===== config.mk =====
export PLATFORM = sky130hd
export DESIGN_NAME = gdsf_cell
export DESIGN_NICKNAME = d
export VERILOG_FILES = /design/src/sv/gdsf_pkg.sv /design/src/sv/gdsf_cell.sv
export SDC_FILE = /design/constraint.sdc
export NUM_CORES = 1
export LEC_CHECK = 0
export BUFFER_PORTS_ARGS = -buffer_cell sky130_fd_sc_hd__buf_2
export CAP_MARGIN = 20
export CORE_AREA = 2 2 289 291
export DETAILED_ROUTE_END_ITERATION = 10
export DIE_AREA = 0 0 291 293
export SLEW_MARGIN = 0
export SYNTH_ARGS = -nofsm -noshare
export SYNTH_HDL_FRONTEND = slang
export SYNTH_SLANG_ARGS = --single-unit

===== constraint.sdc =====
create_clock -name clk -period 11.7 [get_ports clk]
set_input_delay 0.585 -clock clk [delete_from_list [all_inputs] [get_ports clk]]
set_output_delay 0.585 -clock clk [all_outputs]
set_load 0.01 [all_outputs]

===== src/sv/gdsf_pkg.sv =====
// types and constants for the greedy dual size frequency cache
// used by every module of the block; no dependencies
package gdsf_pkg;

  localparam int ENTRIES_DEF   = 64;
  localparam int FRAC_BITS_DEF = 32;
  localparam int IDX_W         = $clog2(ENTRIES_DEF);
  localparam int PRIO_W        = 64;
  localparam int CAP_W         = 40;
  localparam int CFG_IDX_W     = 1;
  localparam int CNT_W         = 7;
  localparam int Q536_W        = 23;   // a 32-bit size over 536 fits here
  localparam logic [31:0] PACKET_BYTES = 32'd536;

  // size / 536 = (size >> 3) / 67, taken as (size >> 3) * RECIP_67 >> RECIP_SHIFT
  // exact for every 29-bit operand
  localparam int          RECIP_SHIFT = 36;
  localparam logic [29:0] RECIP_67    = 30'd1025663832;

  localparam logic [CFG_IDX_W-1:0] CFG_POLICY_MODE = 1'b0;
  localparam logic [CFG_IDX_W-1:0] CFG_CAPACITY    = 1'b1;

  typedef enum logic [1:0] {
    MODE_GD   = 2'd0,
    MODE_GDS  = 2'd1,
    MODE_GDSF = 2'd2,
    MODE_PKT  = 2'd3
  } mode_t;

  typedef enum logic [1:0] {
    WR_NONE,
    WR_FILL,
    WR_CLEAR
  } wr_op_t;

  typedef enum logic [3:0] {
    S_IDLE,
    S_SGO,
    S_SCAN,
    S_EVAL,
    S_PGO,
    S_MUL,
    S_TGO,
    S_TWAIT,
    S_ADD,
    S_OUT
  } state_t;

  typedef struct packed {
    logic [31:0] object_id;
    logic [31:0] object_size;
  } in_data_t;

  typedef struct packed {
    logic             hit;
    logic             admitted;
    logic             rejected;
    logic [CNT_W-1:0] evicted_count;
  } out_data_t;

  // write command broadcast to the row of cells
  typedef struct packed {
    wr_op_t             op;
    logic [IDX_W-1:0]   idx;
    logic [31:0]        id;
    logic [31:0]        size;
    logic [PRIO_W-1:0]  prio;
    logic [31:0]        freq;
    logic [31:0]        order;
  } wr_t;

  // running scan result handed from cell to cell
  typedef struct packed {
    logic               match_found;
    logic [IDX_W-1:0]   match_idx;
    logic [31:0]        match_freq;
    logic               free_found;
    logic [IDX_W-1:0]   free_idx;
    logic               b1_valid;
    logic [PRIO_W-1:0]  b1_prio;
    logic [31:0]        b1_age;
    logic [31:0]        b1_size;
    logic [IDX_W-1:0]   b1_idx;
    logic               b2_valid;
    logic [31:0]        b2_age;
    logic [31:0]        b2_size;
    logic [IDX_W-1:0]   b2_idx;
  } carry_t;

endpackage


===== src/sv/gdsf_cell.sv =====
// one cache slot: holds an entry and folds it into the scan carry each cycle
// depends on gdsf_pkg
module gdsf_cell #(
  parameter int CELL_IDX = 0
) (
  input  logic            clk,
  input  logic            rst_n,
  input  gdsf_pkg::wr_t   wr,
  input  logic [31:0]     order_cnt,
  input  gdsf_pkg::carry_t carry_in,
  input  logic            tok_in,
  output gdsf_pkg::carry_t carry_out,
  output logic            tok_out
);

  logic                        valid_r;
  logic [31:0]                 id_r;
  logic [31:0]                 size_r;
  logic [gdsf_pkg::PRIO_W-1:0] prio_r;
  logic [31:0]                 freq_r;
  logic [31:0]                 order_r;
  gdsf_pkg::carry_t            carry_r, carry_nxt;
  logic                        tok_r;
  logic [31:0]                 age;
  logic                        sel;

  assign sel = (wr.idx == gdsf_pkg::IDX_W'(CELL_IDX));
  assign age = order_cnt - order_r;

  always_ff @(posedge clk) begin
    if (!rst_n) begin
      valid_r <= 1'b0;
      tok_r   <= 1'b0;
    end else begin
      tok_r <= tok_in;
      if (sel && wr.op == gdsf_pkg::WR_FILL) valid_r <= 1'b1;
      else if (sel && wr.op == gdsf_pkg::WR_CLEAR) valid_r <= 1'b0;
    end
  end

  always_ff @(posedge clk) begin
    carry_r <= carry_nxt;
    if (sel && wr.op == gdsf_pkg::WR_FILL) begin
      id_r    <= wr.id;
      size_r  <= wr.size;
      prio_r  <= wr.prio;
      freq_r  <= wr.freq;
      order_r <= wr.order;
    end
  end

  always_comb begin
    carry_nxt = carry_in;
    if (valid_r) begin
      if (!carry_in.match_found && id_r == wr.id && size_r == wr.size) begin
        carry_nxt.match_found = 1'b1;
        carry_nxt.match_idx   = gdsf_pkg::IDX_W'(CELL_IDX);
        carry_nxt.match_freq  = freq_r;
      end
      if (!carry_in.b1_valid || prio_r < carry_in.b1_prio) begin
        carry_nxt.b1_valid = 1'b1;
        carry_nxt.b1_prio  = prio_r;
        carry_nxt.b1_age   = age;
        carry_nxt.b1_size  = size_r;
        carry_nxt.b1_idx   = gdsf_pkg::IDX_W'(CELL_IDX);
        carry_nxt.b2_valid = 1'b0;
      end else if (prio_r == carry_in.b1_prio) begin
        if (age > carry_in.b1_age) begin
          // old minimum becomes the runner-up
          carry_nxt.b2_valid = 1'b1;
          carry_nxt.b2_age   = carry_in.b1_age;
          carry_nxt.b2_size  = carry_in.b1_size;
          carry_nxt.b2_idx   = carry_in.b1_idx;
          carry_nxt.b1_age   = age;
          carry_nxt.b1_size  = size_r;
          carry_nxt.b1_idx   = gdsf_pkg::IDX_W'(CELL_IDX);
        end else if (!carry_in.b2_valid || age > carry_in.b2_age) begin
          carry_nxt.b2_valid = 1'b1;
          carry_nxt.b2_age   = age;
          carry_nxt.b2_size  = size_r;
          carry_nxt.b2_idx   = gdsf_pkg::IDX_W'(CELL_IDX);
        end
      end
    end else if (!carry_in.free_found) begin
      carry_nxt.free_found = 1'b1;
      carry_nxt.free_idx   = gdsf_pkg::IDX_W'(CELL_IDX);
    end
  end

  assign carry_out = carry_r;
  assign tok_out   = tok_r;

endmodule


# Yosys cells after proc, flatten, opt, wreduce, memory -nomap -nowiden
# Cells that the tools add are included.
# word_totals
reg_bits,446
inputBits,487
output_inout_bits,253
wordCells,55
# classes
add_sub_neg,1
n_lt_le_gt_ge,3
eq_ne,5
mux,14
reduce_logical,11
# ops
op,n
71-bit 2-to-1 mux,3
206-bit 2-to-1 mux,1
141-bit 2-to-1 mux,1
70-bit 2-to-1 mux,2
39-bit 2-to-1 mux,2
65-bit 2-to-1 mux,1
32-bit equality test,2
64-bit equality test,1
32-bit greater-than comparator,2
64-bit less-than comparator,1
32-bit subtractor,1
7-bit 2-to-1 mux,1
6-bit zero test,1
6-bit 2-to-1 mux,1
1-bit logical AND,4
1-bit zero test,3
2-bit by 1-bit equality test with 1-bit output (second input constant),1
2-bit equality test (second input constant),1
1-bit logical OR,2
1-bit 2-to-1 mux,2
2-bit nonzero test,1

# Longest topological paths before layout
# Gate-level depths: netlist (run 1).
# logic_depth
ltp_word,8
mapped_depth,25

# Worst setup path before layout (run 1)
# Ideal clock, no wire load.
# synth_path
path_kind,input to register
from,input port wr[195] (netlist name)
to,register freq_r[0] (enable)
setup_time_ns,0.748
t_arrival_ns,9.367
required_time_ns,10.952
slack_ns,1.585
cell_stages,4
n_path_buf,0
cell_sequence,or4_1 nor3_1 nand2_1 nor2_1
# synth_via
elab_chain_cells,2
# synth_rtl
item,line_no,rtl
from (decl),gdsf_cell.sv:8,"input gdsf_pkg::wr_t wr,"
6-bit zero test,gdsf_cell.sv:27,assign sel = (wr.idx == gdsf_pkg::IDX_W'(CELL_IDX));
1-bit logical AND,gdsf_cell.sv:43,if (sel && wr.op == gdsf_pkg::WR_FILL) begin
to (signal assigned),gdsf_cell.sv:47,freq_r <= wr.freq;
to (decl),gdsf_cell.sv:20,logic [31:0] freq_r;
# Every way passes these cells.
# A chain may end at the register's enable or synchronous reset.

==> results of run 1 <==
## routing by layer
layer,global-route usage,vias up
met5,0,-
met4,0.0505,12
met3,0.0417,121
met2,0.300,711
met1,0.207,7831
li1,-,7775
## synth_stat cells, types with 15 or more instances
| master | number | area share |
|---|---|---|
| a211oi_1 | 18 | 0.0067 |
| a21o_1 | 34 | 0.013 |
| a21oi_1 | 111 | 0.028 |
| and2_1 | 20 | 0.0062 |
| buf_2 | 15 | 0.0037 |
| clkbuf_1 | 25 | 0.0047 |
| dfxtp_1 | 254 | 0.25 |
| edfxtp_1 | 192 | 0.29 |
| ha_1 | 159 | 0.099 |
| inv_1 | 194 | 0.036 |
| mux2_2 | 160 | 0.090 |
| nand2_1 | 49 | 0.0092 |
| nand3_1 | 18 | 0.0045 |
| nand4_1 | 35 | 0.011 |
| nor2_1 | 88 | 0.016 |
| nor2b_1 | 20 | 0.0062 |
| nor3_1 | 17 | 0.0042 |
| o21ai_0 | 39 | 0.0097 |
| o22ai_1 | 61 | 0.019 |
| xnor2_1 | 41 | 0.018 |
| xor2_1 | 24 | 0.010 |
## state kept, by name (all words and copies together), names as in the netlist
name       count
valid_r        1
prio_r        64
size_r        32
freq_r        32
carry_out    252
id_r          32
tok_out        1
order_r       32
## through the flow
stage / hold slack [ns] / utilization
2_1_floorplan: 0.437 / -
3_3_place_gp: 0.450 / 0.305
3_5_place_dp: 0.458 / 0.305
4_1_cts: 0.0761 / 0.327
5_1_grt: 0.0965 / 0.328
6_report: 0.136 / 0.328
## how the worst max path moves through the flow
stage,to,slack (ns),cells past startpoint
CTS,carry_out[38],5.59,20
global placement,carry_out[38],5.41,20
finish,carry_out[38],5.54,20
detailed placement,carry_out[38],5.33,20
floorplan,freq_r[0],1.59,4
global route,carry_out[38],5.21,20
## kinds of logic (layout without fill, tap and decap cells)
group | Yosys count | in the layout | share of synthesized area
adder cells (fa/ha/maj) | 160 | 160 | 0.100
XOR/XNOR | 65 | 65 | 0.0284
other | 0 | 5 | 0
AO/OA/AOI/OAI | 359 | 359 | 0.118
multiplexers | 161 | 161 | 0.0902
AND/OR/NAND/NOR | 293 | 293 | 0.0737
buffers and inverters | 242 | 1045 | 0.0488
flip-flops | 446 | 446 | 0.540
## cell type report
| class | instances | area [um^2] |
|---|---|---|
| diodes | 5 | 12.5 |
| flip-flops and latches | 446 | 10900 |
| repair buffers | 753 | 3800 |
| clock buffers | 71 | 1520 |
| inverters | 194 | 728 |
| multi-input cells | 1038 | 8270 |
| fillers | 8399 | 55000 |
| clock inverters | 27 | 302 |
| well taps | 1070 | 1340 |
## power by group
part	switching [mW]	leakage [nW]	internal (mW)
sequential	0.0178	3.87	1.67
clock	0.714	0.904	0.991
combinational	0.285	7.49	0.220
total	1.02	12.3	2.89
## cells in the final DEF, fill, tap and decap left out, types with 20 or more instances in the layout
| cell type | n |
|---|---|
| nand2_1 | 47 |
| buf_2 | 740 |
| clkbuf_16 | 56 |
| nand4_1 | 35 |
| and2_1 | 20 |
| mux2_2 | 160 |
| edfxtp_1 | 192 |
| dfxtp_1 | 254 |
| a21oi_1 | 111 |
| xor2_1 | 24 |
| ha_1 | 159 |
| xnor2_1 | 41 |
| nor2b_1 | 20 |
| o22ai_1 | 61 |
| inv_1 | 194 |
| a21o_1 | 34 |
| nor2_1 | 87 |
| o21ai_0 | 39 |
==> run summary, run 1 <==
status = finished, final reports clean
Syn Nets = 2373
crit-path cells = inv_1 > ha_1 > nor2b_1 > o31a_1 > o211ai_1 > a2111oi_2 > o21ai_0 > o211ai_1 > xor2_1 > ha_1 > a21oi_1 > o21ai_0 > a211oi_1 > a211oi_1 > a211oi_1 > or2_2 > buf_4 > and2_1 > a22o_1 > a21oi_1
design area = 0.0268 mm^2
Initial Util = 0.245
Hold Path Depth = 1
clock buffer depth = 3
crit path time final = 6.16 ns
Seq/Total Area, Yosys = 0.540
DIE HEIGHT = 293 um
Rows = 105
fmax = 0.162 GHz
Synth warnings = 0
final cell count without fillers = 3604
Ports = 740
leak pwr = 12.3 nW
vias in the first global route = 16736
Peak VDD IR = 0.103 mV
global-route wire length before repair = 109000 um
slowest CP cell = a2111oi_2
setup_tns = 0 ns
Clock Pin Slew Worst Setup and Hold Paths = 0.07 ns
Post-synth EDFFs = 192
clock sinks = 446
Max Slew Vio Count = 0
hold buffers post-CTS = 0
Place WS = 5.33 ns
CP Class = flip-flop to flip-flop
worst path bufs/invs = 2
Root Driver = clkbuf_16
Iter 0 DRT Violations = 971
Worst Max-Slew Pin Slew = 0.964 ns
DR WL met3 = 5610 um
synthesized instance count = 1726
Design Power = 3.90 mW
Worst Skew = 0.0559 ns
area post-placement = 0.0250 mm^2
final wirelength = 75900 um
met2 WL = 37100 um
Worst path max stage delay = 0.83 ns
Yosys cell types = 72
HP Class = primary input to flip-flop
Critical R2R Launch = order_r[1]
Final Cycle Share = 0.526
Max-Cap Viols = 0
Req. time, crit path = 12.14 ns
chip width = 291 um
top_reg_cell synth = dfxtp_1
setup slack after layout = 5.54 ns
crit-path max FO = 60
global placement routability congestion = 0.907
Worst R2R End = carry_out[38]
CP dominant cell by count = a211oi_1
GRT Overall Usage = 0.171
hpwl dp = 60500 um
Area Overhead vs Synth = 33.6%
pwr dens = 146 mW/mm^2
ratio of cells with drive above 1 in the final layout = 0.408
Register-to-Register Setup Slack = 5.54 ns
final net count = 3132
Top delay family on crit path = compound AO/OA/AOI/OAI gates
worst rel slew slack = 0.341
Clk Latency, worst-skew pair = 0.62 ns
final setup vio count = 0
Post-Syn Area = 0.0201 mm^2
Congestion Overflow GR = 0
post-CTS setup buffers = 0
hold path startpoint = wr[61]
IO Port Bufs = 739
H-tree depth = 2
vias per inst = 4.56
drt pass-1 iters = 5
ANT nets after route = 0
Hold Vio Cnt, Final = 0
routed len/inst = 21.1 um
asr flop ratio synth = 0
post-CTS sizing = 0
crit end category = flip-flop
max layer used = met5
DRC violations left = 0
metal1 wirelength = 31100 um
largest net degree at the start of global routing = 66
synthesized area per cell = 11.6 um^2
DP Cell Count = 3501
total vias in the final route = 16450
Worst Hold End = freq_r[29]
Yosys reg bits = 446
CTS buffer count = 52
Core ar. = 0.0818 mm^2
CP arrival = 6.60 ns
RSZ-0062 raised after global routing = no
initial antenna violation count = 16
Total Die Area = 0.0853 mm^2
Reg2Reg Depth = 20
critical path launch point = order_r[1]
TritonCTS clock tree = yes
startpoint types = flip-flop
No activity file was read; power rests on OpenSTA's default activity.
==> run 2: changes to the inputs <==
==> constraint.sdc (replaced) <==
create_clock -name clk -period 5.7 [get_ports clk]
set_input_delay 0.285 -clock clk [delete_from_list [all_inputs] [get_ports clk]]
set_output_delay 0.285 -clock clk [all_outputs]
set_load 0.01 [all_outputs]
==> run 2 against run 1 <==
Critical path depth increased by 1. Setup slack lost 5.2 ns. Hold slack worse by 0.088 ns. Power is 110% higher. Register-to-register slack worse by 5.2 ns. Sequential share of layout area is 6.2 points lower. First-iteration DRC count increased by 1.1%. Final cell count up 13%. Non-clock buffer count increased by 479. Combinational power grew to 2.7 times the previous value. Sequential power increased by 110%. Largest cell class unchanged.
==> run summary, run 2 (synthesis results as in run 1) <==
status = finished, final reports clean
startpoint types = flip-flop
most frequent cells in the layout = buf_2, dlygate4sd3_1, dfxtp_1
Hold Vio Cnt, Final = 0
leak pwr = 14.3 nW
CTS buffer count = 51
Register-to-Register Setup Slack = 0.34 ns
vias in the first global route = 19754
CP arrival = 5.88 ns
TritonCTS clock tree = yes
Worst Max-Slew Pin Slew = 1.00 ns
clock sinks = 446
ratio of cells with drive above 1 in the final layout = 0.353
Clk Latency, worst-skew pair = 0.61 ns
drt pass-1 iters = 5
NetSw = 2.14 mW
Seq. cell area = 0.0109 mm^2
Req. time, crit path = 6.23 ns
total vias in the final route = 18468
final net count = 3610
final wirelength = 81900 um
Initial Util = 0.245
largest net degree at the start of global routing = 96
initial antenna violation count = 13
leading cell type in the layout, fill and taps excluded = buf_2
Root Driver = clkbuf_16
DRC violations left = 0
chip width = 291 um
Core ar. = 0.0818 mm^2
routed len/inst = 20.1 um
vias per inst = 4.52
Peak VDD IR = 0.236 mV
combinational power share = 0.162
global placement routability congestion = 0.914
post-CTS setup buffers = 0
RSZ-0062 raised after global routing = yes
Congestion Overflow GR = 0
Design Power = 8.28 mW
fmax = 0.187 GHz
Max Slew Vio Count = 0
HP Class = primary input to flip-flop
crit end category = flip-flop
DIE HEIGHT = 293 um
switching share of power = 0.258
Total Die Area = 0.0853 mm^2
Seq pwr share = 0.420
Rows = 105
pwr dens = 262 mW/mm^2
final setup vio count = 0
fillers = 7814
Worst Skew = 0.0282 ns
crit path time final = 5.36 ns
Iter 0 DRT Violations = 982
hold slack final = 0.0482 ns
Ports = 740
ANT nets after route = 0
Clock Pin Slew Worst Setup and Hold Paths = 0.06 ns
clock buffer depth = 3
cell-internal power = 6.15 mW
Area Overhead vs Synth = 57.5%
crit-path max FO = 37
IO Port Bufs = 739
Max-Cap Viols = 0
Clock power frac = 0.418
area occupied by multi-input gates = 0.00828 mm^2
max reg flops = 252
hpwl dp = 62200 um
worst rel slew slack = 0.313
GRT Overall Usage = 0.185
global-route wire length before repair = 120000 um
CP Class = flip-flop to flip-flop
H-tree depth = 2
Final Cycle Share = 0.939
-- run 2: changes by cell type in the layout (fill, tap and decap cells not counted), sizes merged, moves of 3 or more --
cell | previous run | this run
dlygate4sd3 | 0 | 447
buf | 753 | 785
inv | 201 | 198
clkbuf | 71 | 77
clkinv | 17 | 11
-- run 2: worst paths after layout --
check,endpoint,cells past startpoint,start
worst min register to register,carry_out[213],1,freq_r[0]
worst min-delay path,carry_out[109],3,carry_in[109]
worst max register to register,carry_out[17],21,order_r[0]
worst max-delay path,carry_out[17],21,order_r[0]
-- run 2: layer usage --
| metal | vias to the layer above | share of wire | global-route usage |
|---|---|---|---|
| met1 | 8764 | 0.40 | 0.215 |
| li1 | 8756 | - | - |
| met3 | 159 | 0.067 | 0.0417 |
| met5 | - | 0.00079 | 0 |
| met4 | 10 | 0.039 | 0.0771 |
| met2 | 779 | 0.49 | 0.326 |
-- run 2: through the flow --
stage | cells | TNS [ns] | setup slack (ns) | utilization | instance area [um^2]
final | 4082 | 0 | 0.345 | 0.386 | 31600
after global routing | 4081 | -0.00460 | -0.00460 | 0.386 | 31600
after CTS | 4076 | 0 | 0.310 | 0.386 | 31600
after detailed placement | 3533 | 0 | 0.167 | 0.309 | 25300
after global placement | 3533 | 0 | 0.263 | 0.309 | 25300
after floorplan | 1726 | 0 | 0.963 | - | 20100
-- run 2: power by group through the flow --
stage	registers, mW	logic (mW)	clock network, mW
after global routing	3.48	1.46	3.66
after floorplan	3.59	0.490	0
after CTS	3.48	1.33	3.55
final	3.48	1.34	3.46
after detailed placement	3.54	1.07	0
after global placement	3.55	1.06	0
-- run 2: critical path, stage by stage, from the launching register on --
cell       delay [ns]
edfxtp_1         0.33
ha_1             0.17
inv_1            0.06
fa_1             0.41
a211oi_1         0.23
nor2_1           0.14
o211a_4          0.30
a211o_2          0.34
a21o_1           0.23
a2111oi_0        0.47
a211oi_1         0.20
ha_1             0.34
nand4_1          0.16
nor2_1           0.12
and4_1           0.22
mux2_2           0.26
a21oi_1          0.17
o21bai_1         0.19
o2111a_2         0.39
buf_12           0.24
nor2_1           0.07
a21oi_1          0.17
-- run 2: final cells by class --
type	instances	area share
antenna	6	0.000475
clock buffer	77	0.0487
clock inverter	19	0.00791
inverter	194	0.0230
multi-input combinational	1038	0.262
sequential	446	0.343
tap	1070	0.0423
timing repair buffer	1232	0.273
-- run 2: timing repair --
action                                  in CTS  in global routing
resized for setup                            0                  3
endpoints found under the setup margin       0                 74
endpoints found under the hold margin      443                  0
hold buffers                               447                  0
==> run 3: changes to the inputs <==
--- a/config.mk
+++ b/config.mk
@@ -10,6 +10,7 @@
 export CORE_AREA = 2 2 289 291
 export DETAILED_ROUTE_END_ITERATION = 10
 export DIE_AREA = 0 0 291 293
+export REMOVE_ABC_BUFFERS = 1
 export SLEW_MARGIN = 0
 export SYNTH_ARGS = -nofsm -noshare
 export SYNTH_HDL_FRONTEND = slang
==> run 3 against run 2 <==
Die area unchanged. Routed wire length decreased by 1.6%. Global-route usage fell by 0.43 points. Clock skew rose by 0.0043 ns. Clock-buffer cell count decreased by 7. Critical path depth rose by 2. Critical endpoint is now carry_out[8]. Largest cell class unchanged.
==> run summary, run 3 (synthesis results as in run 1) <==
status = finished, final reports clean
Clock Pin Slew Worst Setup and Hold Paths = 0.06 ns
clock sinks = 446
Iter 0 DRT Violations = 833
leading cell type in the layout, fill and taps excluded = buf_2
H-tree depth = 2
cell-internal power = 5.99 mW
final cell count without fillers = 4066
Worst Max-Slew Pin Slew = 1.02 ns
routed len/inst = 19.8 um
final net count = 3593
switching share of power = 0.263
total vias in the final route = 18300
Ports = 740
global placement routability congestion = 0.877
Hold Vio Cnt, Final = 0
final setup vio count = 0
Max-Cap Viols = 0
Worst Skew = 0.0325 ns
max reg flops = 252
CP dominant cell by count = a21oi_1
DRC violations left = 0
Register-to-Register Setup Slack = 0.16 ns
initial antenna violation count = 7
Initial Util = 0.245
Seq pwr share = 0.428
Req. time, crit path = 6.15 ns
largest net degree at the start of global routing = 99
crit-path cells = inv_1 > ha_1 > nor2b_1 > o31a_1 > o211ai_1 > a21oi_1 > a211oi_1 > o21bai_1 > a21oi_1 > xnor2_1 > ha_1 > nand4_1 > nor3_1 > buf_4 > a21boi_0 > buf_4 > o41ai_1 > a21oi_1 > o21bai_1 > o2111a_2 > buf_12 > nor2_1 > a21oi_1
TritonCTS clock tree = yes
Critical R2R Launch = order_r[1]
Area Overhead vs Synth = 56.4%
setup_tns = 0 ns
Max Slew Vio Count = 0
Total Die Area = 0.0853 mm^2
hpwl dp = 60200 um
clock buffer depth = 3
Clock power frac = 0.409
Clk Latency, worst-skew pair = 0.61 ns
pwr dens = 259 mW/mm^2
Rows = 105
combinational power share = 0.163
vias per inst = 4.50
DIE HEIGHT = 293 um
HP Class = primary input to flip-flop
CTS buffer count = 52
worst rel slew slack = 0.318
most frequent cells in the layout = buf_2, dlygate4sd3_1, dfxtp_1
chip width = 291 um
design area = 0.0314 mm^2
Worst R2R End = carry_out[8]
Root Driver = clkbuf_16
CP arrival = 5.99 ns
Worst path max stage delay = 0.51 ns
global-route wire length before repair = 117000 um
leak pwr = 14.2 nW
Peak VDD IR = 0.236 mV
drt pass-1 iters = 5
slowest CP cell = o41ai_1
Congestion Overflow GR = 0
IO Port Bufs = 739
fmax = 0.181 GHz
vias in the first global route = 19243
CP Class = flip-flop to flip-flop
Final Cycle Share = 0.972
area post-placement = 0.0252 mm^2
NetSw = 2.14 mW
startpoint types = flip-flop
GRT Overall Usage = 0.180
crit-path max FO = 41
Core ar. = 0.0818 mm^2
ANT nets after route = 0
crit end category = flip-flop
Reg2Reg Depth = 23
crit path time final = 5.54 ns
final wirelength = 80600 um
Worst Hold End = carry_out[137]
hold path startpoint = carry_in[137]
ratio of cells with drive above 1 in the final layout = 0.351
DP Cell Count = 3521
Hold Path Depth = 2
[run 3: worst max-delay path, delay by kind of cell (launching register included)]
family	cells	cell delay, ns
buf+inv	4	0.57
simple gates	4	0.58
flops	1	0.36
fa+ha+maj	2	0.59
compound gates	12	2.93
xor+xnor	1	0.28
[run 3: timing repair]
action	4_1_cts	5_1_grt
hold endpoints to repair	437	0
endpoints found under the setup margin	0	103
gates resized for setup	0	4
hold buffers	438	0
buffers inserted	0	3
[run 3: metal layers]
metal  global-route usage  part of all wire
met5                    0           0.00015
met4               0.0656             0.033
met3               0.0461             0.072
met2                0.316              0.49
met1                0.213              0.41
[run 3: cell type report]
cell class                 instances  area (um^2)
tap                             1070         1340
multi-input combinational       1038         8300
fill                            7865        50500
timing repair buffer            1214         8470
sequential                       446        10900
clock inverter                    28          248
clock buffer                      70         1440
antenna                            6         15.0
inverter                         194          728
[run 3: how the worst max path moves through the flow]
stage	from	to	slack (ns)
2_1_floorplan	wr[195]	freq_r[0]	-4.11
3_3_place_gp	order_cnt[0]	carry_out[96]	0.31
3_5_place_dp	order_cnt[0]	carry_out[117]	0.25
4_1_cts	order_r[1]	carry_out[117]	0.32
5_1_grt	order_r[1]	carry_out[8]	-0.007
6_report	order_r[1]	carry_out[8]	0.16
[run 3: power groups by stage]
stage               Clock, mW  Sequential [mW]  Combinational [mW]
floorplan                   0             3.59               0.472
global placement            0             3.54                1.04
detailed placement          0             3.54                1.05
CTS                      3.42             3.48                1.30
global route             3.55             3.48                1.43
finish                   3.33             3.48                1.33
[run 3: stage by stage]
stage / hold slack [ns] / utilization / setup slack, ns / power, mW
6_report: 0.0385 / 0.384 / 0.161 / 8.13
2_1_floorplan: 0.378 / - / -4.11 / 4.06
3_3_place_gp: 0.452 / 0.308 / 0.312 / 4.58
3_5_place_dp: 0.461 / 0.308 / 0.253 / 4.59
5_1_grt: 0.0199 / 0.383 / -0.00735 / 8.46
4_1_cts: 0.00588 / 0.383 / 0.319 / 8.19
